==> src/hw/rtl/assert_macros.svh <==
// assertion macros used by the top-level rtl file
// needs clk and arst_n in the scope where a macro is used
`ifndef ASSERT_MACROS_SVH
`define ASSERT_MACROS_SVH

// property that holds at every clock edge outside reset
`define SWA_ASSERT_ALWAYS(label, prop, msg) \
	label: assert property (@(posedge clk) disable iff (!arst_n) (prop)) \
		else $error(msg);

// consequent must hold in the cycle after the antecedent
`define SWA_ASSERT_NEXT(label, ante, cons, msg) \
	label: assert property (@(posedge clk) disable iff (!arst_n) (ante) |=> (cons)) \
		else $error(msg);

`endif

==> src/hw/rtl/swa_pkg.sv <==
// shared types, codes and constants of the sliding window average block
// no dependencies
`timescale 1ns / 1ps
`default_nettype none

package swa_pkg;

	localparam int MAX_WINDOW = 64;
	localparam int SAMPLE_W   = 16;
	localparam int CNT_W      = 7;
	localparam int SHIFT_W    = 3;
	localparam int CFG_W      = 7;
	localparam int IDX_W      = 2;

	localparam logic [SHIFT_W-1:0] SHIFT_RESET = 3'd6;

	// action code of an input transaction
	localparam logic ACT_CLEAR = 1'b1;

	typedef enum logic [IDX_W-1:0] {
		REG_WINDOW_LENGTH = 2'd0,
		REG_AVERAGE_MODE  = 2'd1,
		REG_SHIFT_AMOUNT  = 2'd2
	} cfg_reg_t;

	typedef enum logic [2:0] {
		ST_IDLE,
		ST_READ,
		ST_SUB,
		ST_ADD,
		ST_ABS,
		ST_DIV,
		ST_NEG,
		ST_FIN
	} swa_state_t;

	typedef enum logic {
		ALU_ADD,
		ALU_SUB
	} alu_op_t;

	typedef struct packed {
		logic                       action;
		logic signed [SAMPLE_W-1:0] sample;
	} swa_in_t;

	typedef struct packed {
		logic signed [SAMPLE_W-1:0] average;
		logic [CNT_W-1:0]           fill_level;
	} swa_out_t;

endpackage

`default_nettype wire

==> src/hw/rtl/swa_alu.sv <==
// shared add/subtract unit of the averaging datapath
// depends on swa_pkg
`timescale 1ns / 1ps
`default_nettype none

module swa_alu #(
	parameter int Width = 23
) (
	input  swa_pkg::alu_op_t    op,
	input  logic signed [Width-1:0] a,
	input  logic signed [Width-1:0] b,
	output logic signed [Width:0]   y
);
	import swa_pkg::*;

	// one guard bit so the sign of y doubles as a borrow
	always_comb begin
		unique case (op)
			ALU_ADD: y = {a[Width-1], a} + {b[Width-1], b};
			ALU_SUB: y = {a[Width-1], a} - {b[Width-1], b};
		endcase
	end

endmodule

`default_nettype wire

==> config.mk <==
export PLATFORM = sky130hd
export DESIGN_NAME = swa_alu
export DESIGN_NICKNAME = d
export VERILOG_FILES = /design/src/hw/rtl/assert_macros.svh /design/src/hw/rtl/swa_pkg.sv /design/src/hw/rtl/swa_alu.sv
export SDC_FILE = /design/constraint.sdc
export NUM_CORES = 1
export LEC_CHECK = 0
export BUFFER_PORTS_ARGS = -buffer_cell sky130_fd_sc_hd__buf_2
export CORE_ASPECT_RATIO = 1.2
export CORE_MARGIN = 2
export CORE_UTILIZATION = 51
export DETAILED_ROUTE_END_ITERATION = 6
export PLACE_DENSITY = 0.85
export SYNTH_ARGS = -nofsm -noshare
export SYNTH_HDL_FRONTEND = slang
export SYNTH_SLANG_ARGS = --single-unit
==> constraint.sdc <==
create_clock -name vclk -period 4.2
set_input_delay 0.63 -clock vclk [all_inputs]
set_output_delay 0.63 -clock vclk [all_outputs]
set_load 0.05 [all_outputs]
==> results of run 1 <==
==> synth_stat cells, types with 3 or more instances <==
cell | instances | area [um^2]
sky130_fd_sc_hd__xnor2_1 | 36 | 315.3
sky130_fd_sc_hd__ha_1 | 25 | 312.8
sky130_fd_sc_hd__nor2_1 | 25 | 93.84
sky130_fd_sc_hd__a21oi_1 | 24 | 120.1
sky130_fd_sc_hd__nand2_1 | 12 | 45.04
sky130_fd_sc_hd__inv_1 | 10 | 37.54
sky130_fd_sc_hd__a31oi_1 | 9 | 56.30
sky130_fd_sc_hd__nor3_1 | 8 | 40.04
sky130_fd_sc_hd__a21o_1 | 7 | 52.55
sky130_fd_sc_hd__xor2_1 | 7 | 61.31
sky130_fd_sc_hd__nand3_1 | 5 | 25.02
sky130_fd_sc_hd__a211oi_1 | 4 | 30.03
sky130_fd_sc_hd__and3_1 | 4 | 25.02
sky130_fd_sc_hd__o21ai_0 | 4 | 20.02
sky130_fd_sc_hd__o21ai_1 | 4 | 20.02
sky130_fd_sc_hd__and2_1 | 3 | 18.77
sky130_fd_sc_hd__clkbuf_1 | 3 | 11.26
sky130_fd_sc_hd__o21bai_1 | 3 | 22.52
==> critical path, cell delays in order <==
cell	delay [ns]
sky130_fd_sc_hd__buf_6	0.09
sky130_fd_sc_hd__or4_4	0.56
sky130_fd_sc_hd__nor2_4	0.11
sky130_fd_sc_hd__and3b_2	0.22
sky130_fd_sc_hd__buf_4	0.12
sky130_fd_sc_hd__a21oi_1	0.07
sky130_fd_sc_hd__xnor2_1	0.24
sky130_fd_sc_hd__ha_1	0.32
sky130_fd_sc_hd__a21oi_1	0.19
sky130_fd_sc_hd__nor2b_1	0.09
sky130_fd_sc_hd__o21ai_1	0.16
sky130_fd_sc_hd__o211ai_1	0.17
sky130_fd_sc_hd__a31oi_4	0.25
sky130_fd_sc_hd__o21ai_1	0.13
sky130_fd_sc_hd__xnor2_2	0.15
sky130_fd_sc_hd__buf_4	0.22
==> metal layers <==
layer	vias up	GRT usage, %
met3	41	1.772
li1	1053	-
met2	164	56.99
met5	-	0
met1	1081	29.76
met4	0	10.98
==> worst max path at each step <==
stage,endpoint
2_1_floorplan,y[23]
3_5_place_dp,y[23]
4_1_cts,y[23]
3_3_place_gp,y[23]
6_report,y[20]
5_1_grt,y[23]
==> power by group <==
group	internal, mW	total (mW)	switching (mW)
clock network	0	0	0
registers	0	0	0
logic	0.319	0.880	0.561
==> what timing repair did <==
action                                  CTS  global route
hold endpoints to repair                  0             0
buffers inserted                          1             4
endpoints found under the setup margin    8            11
resized for setup                        17            34
pin swaps                                 5            30
==> cell families (layout without fill, tap and decap cells) <==
kind of cell | after synthesis | after routing | synth area share (%)
AO/OA/AOI/OAI | 72 | 72 | 30.14
AND/OR/NAND/NOR | 69 | 69 | 22.04
XOR/XNOR | 43 | 43 | 23.44
adder cells (fa/ha/maj) | 26 | 26 | 20.72
buffers and inverters | 13 | 130 | 3.038
multiplexers | 1 | 1 | 0.6231
==> layout make-up <==
type	instances	area, um^2
Fill cell	174	407.9
Inverter	10	37.54
Multi-Input combinational cell	211	1774
Tap cell	36	45.04
Timing Repair Buffer	120	763.2
==> results_dict.tcl, run 1 <==
set metrics [dict create \
    post-route-drc-count 0 \
    total_leakage_power_nw 1.244 \
    hold_path_end "y[0]" \
    wl_met1_um 2315 \
    layout_worst_path_cycle_share_pct 103.7 \
    grt_use_total_pct 28.12 \
    core.rowCount 22 \
    grt_first_pass_wirelength_um 8528 \
    worstSetupEndpointType "output port" \
    timing_hold_violations_final 0 \
    worst-slew-pin-transition_ns 0.3680 \
    synth_cells 224 \
    synth_area_per_cell_um2 7.172 \
    vias_per_cell 6.204 \
    synth_sequential_area_ratio_pct 0 \
    layout.cells.most_common "sky130_fd_sc_hd__buf_2" \
    worst_slack_ns -0.1560 \
    yosys.cell_types.count 42 \
    register_area_um2 0 \
    drive_gt1_share_pct 47.51 \
    run_status "finished with violations" \
    area_growth_pct 63.08 \
    netlist_area_mm2 0.001607 \
    grt_setup_unrepaired "true" \
    fp.dieArea_mm2 0.003617 \
    violations_in_the_final_reports "setup timing" \
    fp.dieW_um 55.24 \
    place.detailed.hpwl_um 4370 \
    flip_flop_and_latch_count 0 \
    ios 71 \
    grt_overflow_total 0 \
    met3RoutedLength_um 444 \
    drtAntennaViolNets 0 \
    synth_warnings 0 \
    detailedPlace.worstSlack_ns -0.1680 \
    whs_path_depth 4 \
    hold_path_class "primary input to output port" \
    antenna_found_initial 0 \
    drt-initial-drc-count 169 \
    worst_ep_arrival_time_ns 3.73 \
    power.total_mw 0.8798 \
    setup.worst_path.start_class "primary input" \
    cp_data_required_time_ns 3.57 \
    mostFrequentLayoutCells "sky130_fd_sc_hd__buf_2, sky130_fd_sc_hd__buf_4, sky130_fd_sc_hd__xnor2_1" \
    wl_per_cell_um 17.71 \
    slew_viol_final 0 \
    effective_utilization_at_floorplan_pct 53.06 \
    via_count 2339 \
    portBuffers 71 \
    hold_buffers 0 \
    vdd_drop_max_v 0.0005097 \
    synth.net_count 297 \
    grt_pass1_vias 2109 \
    holdCritStartpoint "b[0]" \
    grt_max_degree 16 \
    max-slew-margin-rel_pct 75.21 \
    timing.critical_path.from "b[5]" \
    design_area_mm2 0.002620 \
    die-height_um 65.48 \
    period_minus_slack_ns 4.356 \
    fin_hold_ws_ns 1.705 \
    route.met2.wl_um 3542 \
    drt-total-wl_um 6676 \
    dpl.cell_count 372 \
    num-nets-final 416 \
    max_clock_freq_ghz 0.2296 \
    worstPathMaxFanout 4 \
    crit_type "primary input to output port" \
    max_cap_violations 0 \
    setup_viol_count_final 7 \
    post_route_utilization_pct 86.53 \
    setup-tns-final_ns -0.8177 \
    nClkBuffers 0 \
    gpl.final_weighted_congestion 0.8683 \
    layoutNonFillerInstCount 377 \
    first_pass_iters 5 \
    antennaDiodeCount 0 \
    max_used_layer "met4" \
    detailed_place.area_mm2 0.002370 \
    power_density_mw_per_mm2 335.8 \
    placeableCoreArea_mm2 0.003028 \
]
Power figures use the tool's default switching activity.
==> run 2, diff against run 1 <==
--- a/config.mk
+++ b/config.mk
@@ -6,6 +6,7 @@
 export NUM_CORES = 1
 export LEC_CHECK = 0
 export BUFFER_PORTS_ARGS = -buffer_cell sky130_fd_sc_hd__buf_2
+export CAP_MARGIN = 20
 export CORE_ASPECT_RATIO = 1.2
 export CORE_MARGIN = 2
 export CORE_UTILIZATION = 51
==> constraint.sdc (replaced) <==
create_clock -name vclk -period 4.4
set_input_delay 0.66 -clock vclk [all_inputs]
set_output_delay 0.66 -clock vclk [all_outputs]
set_load 0.05 [all_outputs]
==> results_dict.tcl, run 2 (synthesized netlist as in run 1, its figures left out) <==
set metrics [dict create \
    run_status "finished clean" \
    vdd_drop_max_v 0.0003776 \
    grt_overflow_total 0 \
    grt_first_pass_wirelength_um 7348 \
    cp_delay_by_family_top "simple AND/OR/NAND/NOR gates" \
    worst-path-buf-inv 2 \
    worstSetupEndpointType "output port" \
    worst-slew-pin-transition_ns 0.4232 \
    hold_buffers 0 \
    fp.dieArea_mm2 0.003617 \
    setup-tns-final_ns 0 \
    vias_per_cell 5.750 \
    met3RoutedLength_um 284 \
    hold_path_class "primary input to output port" \
    route.met2.wl_um 2519 \
    layout.cells.most_common "sky130_fd_sc_hd__buf_2" \
    total_leakage_power_nw 1.060 \
    cpMaxStageDelayCell "sky130_fd_sc_hd__or4_4" \
    detailedPlace.worstSlack_ns -0.04655 \
    power_density_mw_per_mm2 322.9 \
    crit_type "primary input to output port" \
    mostFrequentLayoutCells "sky130_fd_sc_hd__buf_2, sky130_fd_sc_hd__xnor2_1, sky130_fd_sc_hd__ha_1" \
    whs_path_depth 4 \
    drt-initial-drc-count 61 \
    area_growth_pct 38.94 \
    drtAntennaViolNets 0 \
    register_area_um2 0 \
    wl_per_cell_um 13.76 \
    max_clock_freq_ghz 0.2294 \
    drt-total-wl_um 4733 \
    wl_met1_um 1863 \
    flip_flop_and_latch_count 0 \
    via_count 1978 \
    gpl.final_weighted_congestion 0.9141 \
    cp_data_required_time_ns 3.74 \
    slew_viol_final 0 \
    num-nets-final 383 \
    place.detailed.hpwl_um 3963 \
    effective_utilization_at_floorplan_pct 53.06 \
    layout_worst_path_cycle_share_pct 99.07 \
    timing_hold_violations_final 0 \
    antenna_found_initial 0 \
    fp.dieW_um 55.24 \
    max_cap_violations 0 \
    fin_hold_ws_ns 1.768 \
    grt_pass1_vias 1832 \
    antennaDiodeCount 0 \
    ios 71 \
    nClkBuffers 0 \
    placeableCoreArea_mm2 0.003028 \
    timing.critical_path.depth 14 \
    die-height_um 65.48 \
    worst_ep_arrival_time_ns 3.70 \
    setup.worst_path.start_class "primary input" \
    drive_gt1_share_pct 36.04 \
    period_minus_slack_ns 4.359 \
    setup_viol_count_final 0 \
    cp_cell_sequence "buf_2, or4_4, nor2_2, and3_1, nor2_1, xnor2_1, ha_1, nand3_1, o22ai_1, a2111oi_4, a41oi_2, a31oi_2, xnor2_2, buf_4" \
    grt_max_degree 16 \
    max_used_layer "met4" \
    worstPathMaxFanout 5 \
    portBuffers 71 \
    post-route-drc-count 0 \
    core.rowCount 22 \
    first_pass_iters 4 \
    slowest_delay_ns 0.55 \
    max-slew-margin-rel_pct 71.61 \
    worst_slack_ns 0.04074 \
    grt_use_total_pct 24.09 \
]
-- run 2: metrics by stage --
step	instance area, um^2	cells	power, mW	util [%]
floorplan	1644	224	0.5299	-
global placement	2138	342	0.6850	70.62
detailed placement	2138	342	0.6920	70.62
CTS	2143	342	0.6974	70.79
global route	2232	344	0.7653	73.72
finish	2232	344	0.7207	73.72
-- run 2: worst min-delay path: cells and delay by family --
| family | cells | cell delay (ns) |
|---|---|---|
| buffers and inverters | 3 | 0.33 |
| adder cells (fa/ha/maj) | 1 | 0.12 |
-- run 2: layer usage --
layer  up-vias  GRT usage, %
met5         -             0
met4         0         7.317
met3         6         2.756
met2        77         46.43
met1       898         27.47
li1        997             -
-- run 2: layout make-up --
class	count	area, um^2
multi-input cells	211	1658
well taps	36	45.04
inverters	10	37.54
fillers	259	795.8
repair buffers	87	491.7
-- run 2: path summary, 6_finish.rpt --
check | from | to | slack (ns)
setup / recovery | b[7] | y[21] | 0.04
hold / removal | b[0] | y[0] | 1.77
-- run 2: what timing repair did --
item,CTS,global route
cloned,0,0
resized for setup,2,17
pin swaps,1,7
hold endpoints to repair,0,0
setup buffers,0,2
endpoints found under the setup margin,2,8
-- run 2: power by group --
part           internal, mW  switching, mW
Sequential                0              0
Clock                     0              0
Combinational         0.240          0.481
Total                 0.240          0.481
==> run 3, diff against run 2 <==
--- a/config.mk
+++ b/config.mk
@@ -12,6 +12,7 @@
 export CORE_UTILIZATION = 51
 export DETAILED_ROUTE_END_ITERATION = 6
 export PLACE_DENSITY = 0.85
+export REMOVE_ABC_BUFFERS = 1
 export SYNTH_ARGS = -nofsm -noshare
 export SYNTH_HDL_FRONTEND = slang
 export SYNTH_SLANG_ARGS = --single-unit
==> results_dict.tcl, run 3 (synthesized netlist as in run 1, its figures left out) <==
set metrics [dict create \
    layoutNonFillerInstCount 341 \
    drt-initial-drc-count 77 \
    worstPathMaxFanout 5 \
    fp.dieArea_mm2 0.003617 \
    worst_ep_arrival_time_ns 3.58 \
    dpl.cell_count 339 \
    worst-path-buf-inv 3 \
    grt_use_total_pct 23.92 \
    design_area_mm2 0.002197 \
    worstSetupEndpointType "output port" \
    max_clock_freq_ghz 0.2359 \
    total_leakage_power_nw 1.028 \
    antenna_found_initial 0 \
    vdd_drop_max_v 0.0003162 \
    nClkBuffers 0 \
    portBuffers 71 \
    grt_first_pass_wirelength_um 7458 \
    nFillCells 260 \
    detailed_place.area_mm2 0.002078 \
    vias_per_cell 5.804 \
    num-nets-final 380 \
    layout.cells.most_common "sky130_fd_sc_hd__buf_2" \
    slew_viol_final 0 \
    place.detailed.hpwl_um 3782 \
    drt-total-wl_um 4622 \
    slowest_delay_ns 0.54 \
    period_minus_slack_ns 4.239 \
    post-route-drc-count 0 \
    setup_viol_count_final 0 \
    cp_delay_by_family_top "simple AND/OR/NAND/NOR gates" \
    wl_per_cell_um 13.55 \
    fp.dieW_um 55.24 \
    grt_overflow_total 0 \
    hold_buffers 0 \
    ios 71 \
    setup.worst_path.start_class "primary input" \
    power_density_mw_per_mm2 322.1 \
    placeableCoreArea_mm2 0.003028 \
    timing_hold_violations_final 0 \
    cp_cell_sequence "buf_2, or4_4, nor2_2, and3b_2, buf_4, a21oi_1, xnor2_1, ha_1, nand2_1, nor3_2, a211oi_2, a31oi_1, xor2_1, clkbuf_4" \
    via_count 1979 \
    core.rowCount 22 \
    cp_data_required_time_ns 3.74 \
    flip_flop_and_latch_count 0 \
    die-height_um 65.48 \
    worst-slew-pin-transition_ns 0.4303 \
    grt_pass1_vias 1823 \
    hold_path_class "primary input to output port" \
    drive_gt1_share_pct 35.74 \
    register_area_um2 0 \
    mostFrequentLayoutCells "sky130_fd_sc_hd__buf_2, sky130_fd_sc_hd__xnor2_1, sky130_fd_sc_hd__nor2_1" \
    crit_type "primary input to output port" \
    effective_utilization_at_floorplan_pct 53.06 \
    run_status "finished clean" \
    area_growth_pct 36.76 \
    grt_max_degree 25 \
    max_cap_violations 0 \
    layout_worst_path_cycle_share_pct 96.34 \
    antennaDiodeCount 0 \
    gpl.final_weighted_congestion 0.9543 \
    cpMaxStageDelayCell "sky130_fd_sc_hd__or4_4" \
    first_pass_iters 4 \
    drtAntennaViolNets 0 \
    max-slew-margin-rel_pct 71.32 \
]
run 3: metal layers:
| metal | part of all wire [%] | vias up | track usage [%] |
|---|---|---|---|
| li1 | - | 999 | - |
| met5 | 0 | - | 0 |
| met4 | 1.4 | 0 | 4.878 |
| met1 | 40 | 888 | 28.52 |
| met3 | 6.5 | 8 | 3.150 |
| met2 | 52 | 84 | 45.39 |
run 3: worst paths after layout:
| path | startpoint | endpoint | cells after the start | slack (ns) |
|---|---|---|---|---|
| worst max-delay path | b[7] | y[19] | 14 | 0.16 |
| worst min-delay path | b[0] | y[0] | 4 | 1.77 |
run 3: stage by stage:
stage	utilization (%)	hold slack [ns]	TNS, ns	total power, mW	worst slack (ns)
5_1_grt	72.56	1.795	-0.09748	0.7542	-0.04440
4_1_cts	68.72	1.774	0	0.6772	0.003186
3_5_place_dp	68.64	1.774	-0.03036	0.6733	-0.03036
6_report	72.56	1.767	0	0.7077	0.1612
2_1_floorplan	-	1.601	-0.4223	0.5150	-0.1866
3_3_place_gp	68.64	1.758	0	0.6686	0.01967
run 3: tightest hold or removal path: stages:
cell,delay [ns]
sky130_fd_sc_hd__buf_2,0.10
sky130_fd_sc_hd__ha_1,0.12
sky130_fd_sc_hd__inv_1,0.03
sky130_fd_sc_hd__buf_2,0.20
run 3: report_power, final:
group	switching, mW	leakage (nW)	internal (mW)
clock	0	0	0
sequential	0	0	0
combinational	0.477	1.03	0.231
total	0.477	1.03	0.231
run 3: area by class of cell:
type,count,area (um^2),area share (%)
tap,36,45.04,2.050
timing repair buffer,84,465.4,21.18
multi-input combinational,211,1649,75.06
inverter,10,37.54,1.708
run 3: timing repair:
item                                   CTS  global route
setup endpoints to repair                1             8
endpoints found under the hold margin    0             0
gates cloned                             0             0
pin swaps                                0             9
resized for setup                        1            26
setup buffers                            0             2
